<file path="config.mk">
export PLATFORM = sky130hd
export DESIGN_NAME = line_rasterizer
export DESIGN_NICKNAME = d
export VERILOG_FILES = /design/src/sv/lr_pkg.sv /design/src/sv/lr_fifo.sv /design/src/sv/lr_front.sv /design/src/sv/lr_back.sv /design/src/sv/line_rasterizer.sv
export SDC_FILE = /design/constraint.sdc
export NUM_CORES = 1
export LEC_CHECK = 0
export BUFFER_PORTS_ARGS = -buffer_cell sky130_fd_sc_hd__buf_2
export CORE_UTILIZATION = 55
export CTS_BUF_LIST = sky130_fd_sc_hd__clkbuf_8
export DETAILED_ROUTE_END_ITERATION = 10
export PLACE_DENSITY = 0.73
export SYNTH_ARGS = -nofsm -noshare
export SYNTH_HDL_FRONTEND = slang
export SYNTH_SLANG_ARGS = --single-unit
</file>
<file path="constraint.sdc">
create_clock -name clock -period 20.9 [get_ports clock]
set_clock_uncertainty 0.2 [all_clocks]
set_input_delay 4.18 -clock clock [delete_from_list [all_inputs] [get_ports clock]]
set_output_delay 4.18 -clock clock [all_outputs]
set_load 0.005 [all_outputs]
</file>
<file path="src/sv/lr_pkg.sv">
// Shared constants for the line rasterizer.
package lr_pkg;

   // default coordinate width, in bits
   localparam int COORD_BITS_DEFAULT = 12;
   // width of one color component
   localparam int COLOR_BITS = 8;
   // depth of the queues between stages
   localparam int QUEUE_DEPTH_DEFAULT = 2;

   // item kinds
   localparam logic KIND_LOAD = 1'b0;
   localparam logic KIND_STEP = 1'b1;

endpackage

</file>
<file path="src/sv/lr_fifo.sv">
// Small register queue with fall-through read, used between stages.
module lr_fifo
   import lr_pkg::*;
#(
   parameter int WIDTH = 8,
   parameter int DEPTH = QUEUE_DEPTH_DEFAULT
) (
   input  logic             clock,
   input  logic             reset,
   input  logic             push,
   input  logic [WIDTH-1:0] push_data,
   output logic             full,
   input  logic             pop,
   output logic [WIDTH-1:0] pop_data,
   output logic             empty
);

   localparam int PTR_BITS = (DEPTH > 1) ? $clog2(DEPTH) : 1;
   localparam int CNT_BITS = $clog2(DEPTH + 1);
   localparam logic [PTR_BITS-1:0] LAST_PTR = PTR_BITS'(DEPTH - 1);
   localparam logic [CNT_BITS-1:0] FULL_CNT = CNT_BITS'(DEPTH);

   logic [WIDTH-1:0]    entry_ff [DEPTH];
   logic [PTR_BITS-1:0] wr_ptr_ff, wr_ptr_in;
   logic [PTR_BITS-1:0] rd_ptr_ff, rd_ptr_in;
   logic [CNT_BITS-1:0] count_ff, count_in;
   logic                do_push, do_pop;

   assign full     = (count_ff == FULL_CNT);
   assign empty    = (count_ff == '0);
   assign do_push  = push && !full;
   assign do_pop   = pop && !empty;
   assign pop_data = entry_ff[rd_ptr_ff];

   // advance pointers and count
   always_comb begin
      wr_ptr_in = wr_ptr_ff;
      rd_ptr_in = rd_ptr_ff;
      count_in  = count_ff;
      if (do_push) begin
         wr_ptr_in = (wr_ptr_ff == LAST_PTR) ? '0 : wr_ptr_ff + 1'b1;
      end
      if (do_pop) begin
         rd_ptr_in = (rd_ptr_ff == LAST_PTR) ? '0 : rd_ptr_ff + 1'b1;
      end
      if (do_push && !do_pop) begin
         count_in = count_ff + 1'b1;
      end else if (do_pop && !do_push) begin
         count_in = count_ff - 1'b1;
      end
   end

   always_ff @(posedge clock) begin
      if (reset) begin
         wr_ptr_ff <= '0;
         rd_ptr_ff <= '0;
         count_ff  <= '0;
      end else begin
         wr_ptr_ff <= wr_ptr_in;
         rd_ptr_ff <= rd_ptr_in;
         count_ff  <= count_in;
      end
   end

   // store the pushed beat
   always_ff @(posedge clock) begin
      if (do_push) begin
         entry_ff[wr_ptr_ff] <= push_data;
      end
   end

endmodule

</file>
<file path="src/sv/lr_front.sv">
// Front stage: classify items and compute line setup for loads.
module lr_front
   import lr_pkg::*;
#(
   parameter int COORD_BITS = COORD_BITS_DEFAULT,
   parameter int CMD_BITS   = 7 * COORD_BITS + 5 + 3 * COLOR_BITS
) (
   input  logic                  kind,
   input  logic [COORD_BITS-1:0] start_x,
   input  logic [COORD_BITS-1:0] start_y,
   input  logic [COORD_BITS-1:0] end_x,
   input  logic [COORD_BITS-1:0] end_y,
   input  logic [COLOR_BITS-1:0] red,
   input  logic [COLOR_BITS-1:0] green,
   input  logic [COLOR_BITS-1:0] blue,
   output logic [CMD_BITS-1:0]   cmd
);

   localparam int ERR_BITS = COORD_BITS + 2;

   logic                  x_fwd, y_fwd;
   logic [COORD_BITS-1:0] span_x, span_y;
   logic [ERR_BITS-1:0]   err_init;

   // step direction and absolute deltas
   assign x_fwd  = start_x < end_x;
   assign y_fwd  = start_y < end_y;
   assign span_x = x_fwd ? end_x - start_x : start_x - end_x;
   assign span_y = y_fwd ? end_y - start_y : start_y - end_y;

   // initial error is span_x - span_y
   assign err_init = ERR_BITS'({2'b00, span_x}) - ERR_BITS'({2'b00, span_y});

   // pack the command beat
   assign cmd = {kind, start_x, start_y, end_x, end_y, span_x, span_y,
                 !x_fwd, !y_fwd, err_init, red, green, blue};

endmodule

</file>
<file path="src/sv/lr_back.sv">
// Back stage: hold the line state and walk pixels one per step.
module lr_back
   import lr_pkg::*;
#(
   parameter int COORD_BITS = COORD_BITS_DEFAULT,
   parameter int CMD_BITS   = 7 * COORD_BITS + 5 + 3 * COLOR_BITS,
   parameter int RSP_BITS   = 2 * COORD_BITS + 1 + 3 * COLOR_BITS
) (
   input  logic                clock,
   input  logic                reset,
   input  logic [CMD_BITS-1:0] cmd,
   input  logic                cmd_empty,
   output logic                cmd_pop,
   output logic [RSP_BITS-1:0] rsp,
   output logic                rsp_push,
   input  logic                rsp_full
);

   localparam int ERR_BITS = COORD_BITS + 2;
   localparam int E2_BITS  = COORD_BITS + 3;

   // unpacked command
   logic                  c_kind;
   logic [COORD_BITS-1:0] c_sx, c_sy, c_ex, c_ey, c_span_x, c_span_y;
   logic                  c_xneg, c_yneg;
   logic [ERR_BITS-1:0]   c_err;
   logic [COLOR_BITS-1:0] c_red, c_green, c_blue;

   // line state
   logic [COORD_BITS-1:0] cur_x_ff, cur_x_in, cur_y_ff, cur_y_in;
   logic [COORD_BITS-1:0] tgt_x_ff, tgt_x_in, tgt_y_ff, tgt_y_in;
   logic [COORD_BITS-1:0] span_x_ff, span_x_in, span_y_ff, span_y_in;
   logic                  xneg_ff, xneg_in, yneg_ff, yneg_in;
   logic [ERR_BITS-1:0]   err_ff, err_in;
   logic [COLOR_BITS-1:0] red_ff, red_in, green_ff, green_in, blue_ff, blue_in;
   logic                  pending_ff, pending_in, active_ff, active_in;

   // walk datapath
   logic signed [E2_BITS-1:0] e2, dx, dy, err_x;
   logic                      move_x, move_y;
   logic [COORD_BITS-1:0]     nx, ny, px, py;
   logic                      only, fin, res_last;

   assign {c_kind, c_sx, c_sy, c_ex, c_ey, c_span_x, c_span_y,
           c_xneg, c_yneg, c_err, c_red, c_green, c_blue} = cmd;

   // take a command whenever a result slot is free
   assign cmd_pop = !cmd_empty && !rsp_full;

   // doubled error against the deltas
   assign e2     = $signed({err_ff, 1'b0});
   assign dx     = $signed(E2_BITS'({3'b000, span_x_ff}));
   assign dy     = $signed(E2_BITS'({3'b000, span_y_ff}));
   assign move_x = e2 > -dy;
   assign move_y = e2 < dx;
   assign err_x  = $signed({err_ff[ERR_BITS-1], err_ff})
                   - (move_x ? dy : E2_BITS'(0))
                   + (move_y ? dx : E2_BITS'(0));
   assign nx     = move_x ? (xneg_ff ? cur_x_ff - 1'b1 : cur_x_ff + 1'b1) : cur_x_ff;
   assign ny     = move_y ? (yneg_ff ? cur_y_ff - 1'b1 : cur_y_ff + 1'b1) : cur_y_ff;
   assign only   = (cur_x_ff == tgt_x_ff) && (cur_y_ff == tgt_y_ff);
   assign fin    = (nx == tgt_x_ff) && (ny == tgt_y_ff);

   // apply one command beat
   always_comb begin
      cur_x_in   = cur_x_ff;
      cur_y_in   = cur_y_ff;
      tgt_x_in   = tgt_x_ff;
      tgt_y_in   = tgt_y_ff;
      span_x_in  = span_x_ff;
      span_y_in  = span_y_ff;
      xneg_in    = xneg_ff;
      yneg_in    = yneg_ff;
      err_in     = err_ff;
      red_in     = red_ff;
      green_in   = green_ff;
      blue_in    = blue_ff;
      pending_in = pending_ff;
      active_in  = active_ff;
      rsp_push   = 1'b0;
      px         = cur_x_ff;
      py         = cur_y_ff;
      res_last   = fin;
      if (cmd_pop) begin
         if (c_kind == KIND_LOAD) begin
            cur_x_in   = c_sx;
            cur_y_in   = c_sy;
            tgt_x_in   = c_ex;
            tgt_y_in   = c_ey;
            span_x_in  = c_span_x;
            span_y_in  = c_span_y;
            xneg_in    = c_xneg;
            yneg_in    = c_yneg;
            err_in     = c_err;
            red_in     = c_red;
            green_in   = c_green;
            blue_in    = c_blue;
            pending_in = 1'b1;
            active_in  = 1'b1;
         end else if (active_ff) begin
            rsp_push = 1'b1;
            if (pending_ff) begin
               // end point first
               px         = tgt_x_ff;
               py         = tgt_y_ff;
               res_last   = only;
               pending_in = 1'b0;
               active_in  = !only;
            end else begin
               cur_x_in  = nx;
               cur_y_in  = ny;
               err_in    = ERR_BITS'(err_x);
               active_in = !fin;
            end
         end
      end
   end

   assign rsp = {px, py, red_ff, green_ff, blue_ff, res_last};

   always_ff @(posedge clock) begin
      if (reset) begin
         pending_ff <= 1'b0;
         active_ff  <= 1'b0;
      end else begin
         pending_ff <= pending_in;
         active_ff  <= active_in;
      end
   end

   always_ff @(posedge clock) begin
      cur_x_ff  <= cur_x_in;
      cur_y_ff  <= cur_y_in;
      tgt_x_ff  <= tgt_x_in;
      tgt_y_ff  <= tgt_y_in;
      span_x_ff <= span_x_in;
      span_y_ff <= span_y_in;
      xneg_ff   <= xneg_in;
      yneg_ff   <= yneg_in;
      err_ff    <= err_in;
      red_ff    <= red_in;
      green_ff  <= green_in;
      blue_ff   <= blue_in;
   end

endmodule

</file>
<file path="src/sv/line_rasterizer.sv">
// Line rasterizer top level: front setup, command queue, pixel walker, result queue.
// A step beat is held in the command queue, then the result queue, before rsp_ shows it.
// Throughput: one item per cycle; the walker retires one beat per cycle unless rsp_full.
// Each item fits one pass of the walker's add/compare path, so loads and steps mix freely.
// Reset (synchronous, active high) empties both queues and leaves no line active.
module line_rasterizer
   import lr_pkg::*;
#(
   parameter int COORD_BITS  = COORD_BITS_DEFAULT,
   parameter int QUEUE_DEPTH = QUEUE_DEPTH_DEFAULT
) (
   input  logic                  clock,
   input  logic                  reset,
   input  logic                  req_push,
   output logic                  req_full,
   input  logic                  req_kind,
   input  logic [COORD_BITS-1:0] req_start_x,
   input  logic [COORD_BITS-1:0] req_start_y,
   input  logic [COORD_BITS-1:0] req_end_x,
   input  logic [COORD_BITS-1:0] req_end_y,
   input  logic [COLOR_BITS-1:0] req_red,
   input  logic [COLOR_BITS-1:0] req_green,
   input  logic [COLOR_BITS-1:0] req_blue,
   output logic                  rsp_empty,
   input  logic                  rsp_pop,
   output logic [COORD_BITS-1:0] rsp_pixel_x,
   output logic [COORD_BITS-1:0] rsp_pixel_y,
   output logic [COLOR_BITS-1:0] rsp_out_red,
   output logic [COLOR_BITS-1:0] rsp_out_green,
   output logic [COLOR_BITS-1:0] rsp_out_blue,
   output logic                  rsp_last
);

   localparam int CMD_BITS = 7 * COORD_BITS + 5 + 3 * COLOR_BITS;
   localparam int RSP_BITS = 2 * COORD_BITS + 1 + 3 * COLOR_BITS;

   logic [CMD_BITS-1:0] cmd_in, cmd_out;
   logic                cmd_empty, cmd_pop;
   logic [RSP_BITS-1:0] rsp_in, rsp_out;
   logic                rsp_push, rsp_full;

   // classify and set up
   lr_front #(
      .COORD_BITS(COORD_BITS),
      .CMD_BITS  (CMD_BITS)
   ) u_front (
      .kind   (req_kind),
      .start_x(req_start_x),
      .start_y(req_start_y),
      .end_x  (req_end_x),
      .end_y  (req_end_y),
      .red    (req_red),
      .green  (req_green),
      .blue   (req_blue),
      .cmd    (cmd_in)
   );

   // command queue between front and back
   lr_fifo #(
      .WIDTH(CMD_BITS),
      .DEPTH(QUEUE_DEPTH)
   ) u_cmd_q (
      .clock    (clock),
      .reset    (reset),
      .push     (req_push),
      .push_data(cmd_in),
      .full     (req_full),
      .pop      (cmd_pop),
      .pop_data (cmd_out),
      .empty    (cmd_empty)
   );

   // walk pixels
   lr_back #(
      .COORD_BITS(COORD_BITS),
      .CMD_BITS  (CMD_BITS),
      .RSP_BITS  (RSP_BITS)
   ) u_back (
      .clock    (clock),
      .reset    (reset),
      .cmd      (cmd_out),
      .cmd_empty(cmd_empty),
      .cmd_pop  (cmd_pop),
      .rsp      (rsp_in),
      .rsp_push (rsp_push),
      .rsp_full (rsp_full)
   );

   // result queue toward the consumer
   lr_fifo #(
      .WIDTH(RSP_BITS),
      .DEPTH(QUEUE_DEPTH)
   ) u_rsp_q (
      .clock    (clock),
      .reset    (reset),
      .push     (rsp_push),
      .push_data(rsp_in),
      .full     (rsp_full),
      .pop      (rsp_pop),
      .pop_data (rsp_out),
      .empty    (rsp_empty)
   );

   assign {rsp_pixel_x, rsp_pixel_y, rsp_out_red, rsp_out_green, rsp_out_blue,
           rsp_last} = rsp_out;

endmodule

</file>
==> results by group <==
Outcome
  • Outcome: complete, no violations

GRT
  • Global-route wire length before repair: 76400 um
  • Largest net degree at the start of global routing: 71
  • Grt total ovfl: 0
  • GRT Util Overall: 0.239
  • Initial antenna violation count: 1
  • Number of global-route vias before repair: 13800

Placement
  • Total placed cells including tap cells: 2314
  • IO buf count: 127
  • Hpwl dp: 34200 um
  • Final GP Congestion: 0.906

Floorplan
  • Starting Density: 0.563
  • Row cnt: 73
  • Die ar.: 0.0419 sq mm
  • Core ar.: 0.0401 sq mm
  • Top Ports: 128
  • Die width: 205 um
  • Die Span Y: 205 um

Final layout
  • Syn-to-layout area delta: 11.7%
  • Final cell count without fillers: 2447
  • Final nets: 2083
  • Most common cell after layout, fill and taps aside: edfxtp_1
  • Layout cells sized above 1: 0.220
  • Fill count: 3101
  • Diodes inserted: 0
  • Most frequent cells in the layout: edfxtp_1, inv_1, mux2_2, buf_2, ha_1

Pwr
  • Net Sw Power: 1.47 mW
  • Pwr per Cell Area: 153 mW/mm^2
  • Reg power frac: 0.378
  • Leak pwr: 9.75 nW
  • Switching share of power: 0.381
  • Clock power share: 0.184
  • P_int: 2.38 mW
  • Worst vdd ir: 0.0748 mV
  • Final Power: 3.85 mW
  • Gate power share: 0.438

Clocking
  • TritonCTS clock tree: built
  • Clk buf depth: 3
  • CTS sink count: 446
  • TritonCTS Buffers: 75
  • # resized after CTS: 0
  • Clk root buf: clkbuf_8
  • Clk slew on worst S/H paths: 60 ps
  • Clock latency on the worst-skew pair: 630 ps
  • Hold-fix buffers, CTS: 0
  • # Post-CTS Setup Buffers: 0
  • H-tree Lvls: 3

Synth
  • Avg Inst Size Synth: 13.4 sq um
  • Syn Inst Count: 1690
  • Yosys Warn Count: 0
  • Number of synthesized flops with an enable pin: 434
  • Library cells used by synthesis: 79
  • Sequential fraction of the synthesis area: 0.588
  • Yosys reg bits: 446
  • Async SR Flop Fraction: 0
  • Mapped Area: 0.0226 sq mm
  • Post-Synthesis Net Count: 1907
  • Ys flop type: edfxtp_1

Drt
  • Detail-routed via count per cell: 5.66
  • First DRT Iteration DRCs: 778
  • Drt first pass iters: 7
  • Routed wire length: 49000 um
  • Residual DRC count: 0
  • Wire length per cell: 20.0 um
  • Via count: 13900
  • ANT nets after route: 0

STA
  • Final setup TNS: 0 ps
  • Max_slew headroom: 0.215
  • Tmin final: 8710 ps
  • RSZ-0062 raised after global routing: false
  • Post-route clock period utilization: 0.417
  • Hold Vio Cnt, Final: 0
  • Slew @ Worst Pin: 1170 ps
  • Slew Limit Fails: 0
  • Achievable Freq: 0.115 GHz
  • # setup viols final: 0

Worst setup path
  • WP data arrival: 8880 ps
  • Worst EP required: 21060 ps
  • Reg2Reg Setup Slack: 13800 ps
  • CP Class: input pin to register
  • Setup crit end kind: register
  • Worst-path fanout max: 13
  • Type of origin of the critical path: input pin

Flow run
  • Max Cap Viol: 0

Worst hold path
  • Hold Path Class: register to register
[power by group through the flow]
| stage | Sequential, mW | Combinational, mW | Clock, mW |
|---|---|---|---|
| finish | 1.46 | 1.69 | 0.709 |
| global route | 1.48 | 1.89 | 0.764 |
| CTS | 1.45 | 1.69 | 0.728 |
| detailed placement | 1.47 | 1.67 | 0 |
| global placement | 1.46 | 1.63 | 0 |
| floorplan | 1.42 | 1.29 | 0 |
[worst paths after layout]
| check | startpoint | cells past startpoint | endpoint |
|---|---|---|---|
| max | req_start_y[5] | 22 | u_cmd_q.entry_ff[1][34] |
| max reg2reg | u_back.span_y_ff[2] | 25 | u_back.err_ff[13] |
| min | u_back.green_ff[6] | 0 | u_rsp_q.entry_ff[1][15] |
| min reg2reg | u_back.green_ff[6] | 0 | u_rsp_q.entry_ff[1][15] |
[routing by layer]
metal	wire length (um)	vias up	track usage	share of wire
met5	0	-	0	0
met4	1530	0	0.0904	0.031
met3	2250	88	0.0377	0.046
met2	23300	354	0.383	0.48
met1	21900	6830	0.329	0.45
li1	-	6588	-	-
[synth_stat cells (24+ instances only)]
master,instances,share of area
nor2_1,84,0.014
nand2_1,79,0.013
o21ai_0,62,0.014
ha_1,121,0.067
mux2_2,152,0.076
xor2_1,55,0.021
xnor2_1,54,0.021
edfxtp_1,434,0.58
clkbuf_1,26,0.0043
nor2b_1,25,0.0069
a21oi_1,82,0.018
inv_1,154,0.026
a211oi_1,24,0.0080
mux2i_1,45,0.020
[logic make-up (layout without fill, tap and decap cells)]
family,after synthesis,in the layout,share of synthesized area
adder cells (fa/ha/maj),140,140,0.0839
buffers and inverters,198,430,0.0337
XOR/XNOR,112,112,0.0453
AND/OR/NAND/NOR,311,311,0.0686
AO/OA/AOI/OAI,284,284,0.0841
multiplexers,199,199,0.0967
flip-flops,446,446,0.588
[worst max-delay path, stage by stage]
cell and delay, ps:
buf_2 110, inv_1 50, ha_1 420, a21oi_1 200
nor2_1 50, o21a_1 180, o311ai_2 390, and2_1 600
mux2i_1 280, xor2_1 280, inv_1 100, ha_1 320
nor2b_1 140, o21ai_0 190, a21boi_0 140, o21ai_0 260
a21boi_0 160, o21ai_0 220, a21boi_0 160, o21ai_0 160
nand2b_1 100, xor2_1 160
[stage by stage]
stage          utilization  cell area (sq um)  worst slack, ps  hold slack, ps
2_1_floorplan            -              22600            11190             221
4_1_cts              0.629              25200            12240             241
6_report             0.629              25200            12190             245
5_1_grt              0.629              25200            11770             246
3_5_place_dp         0.595              23900            11590             231
3_3_place_gp         0.595              23900            11650             223
[area by class of cell]
cell class                      count  area [sq um]  area share
Clock buffer                       76          1050      0.0415
Clock inverter                     57           318      0.0126
Inverter                          155           582      0.0231
Multi-Input combinational cell   1046          8600       0.341
Sequential cell                   446         13300       0.526
Tap cell                          525           657      0.0260
Timing Repair Buffer              142           748      0.0297
[state kept, by name, indices dropped and copies added (netlist names), 12 cells and up, named ones only]
| name | cells |
|---|---|
| u_back.span_y_ff | 12 |
| u_back.err_ff | 14 |
| u_back.cur_y_ff | 12 |
| u_back.tgt_y_ff | 12 |
| u_back.span_x_ff | 12 |
| u_back.cur_x_ff | 12 |
| u_back.tgt_x_ff | 12 |
| u_rsp_q.entry_ff | 98 |
| u_cmd_q.entry_ff | 224 |
Note: power is estimated with default switching activity, not from simulation.
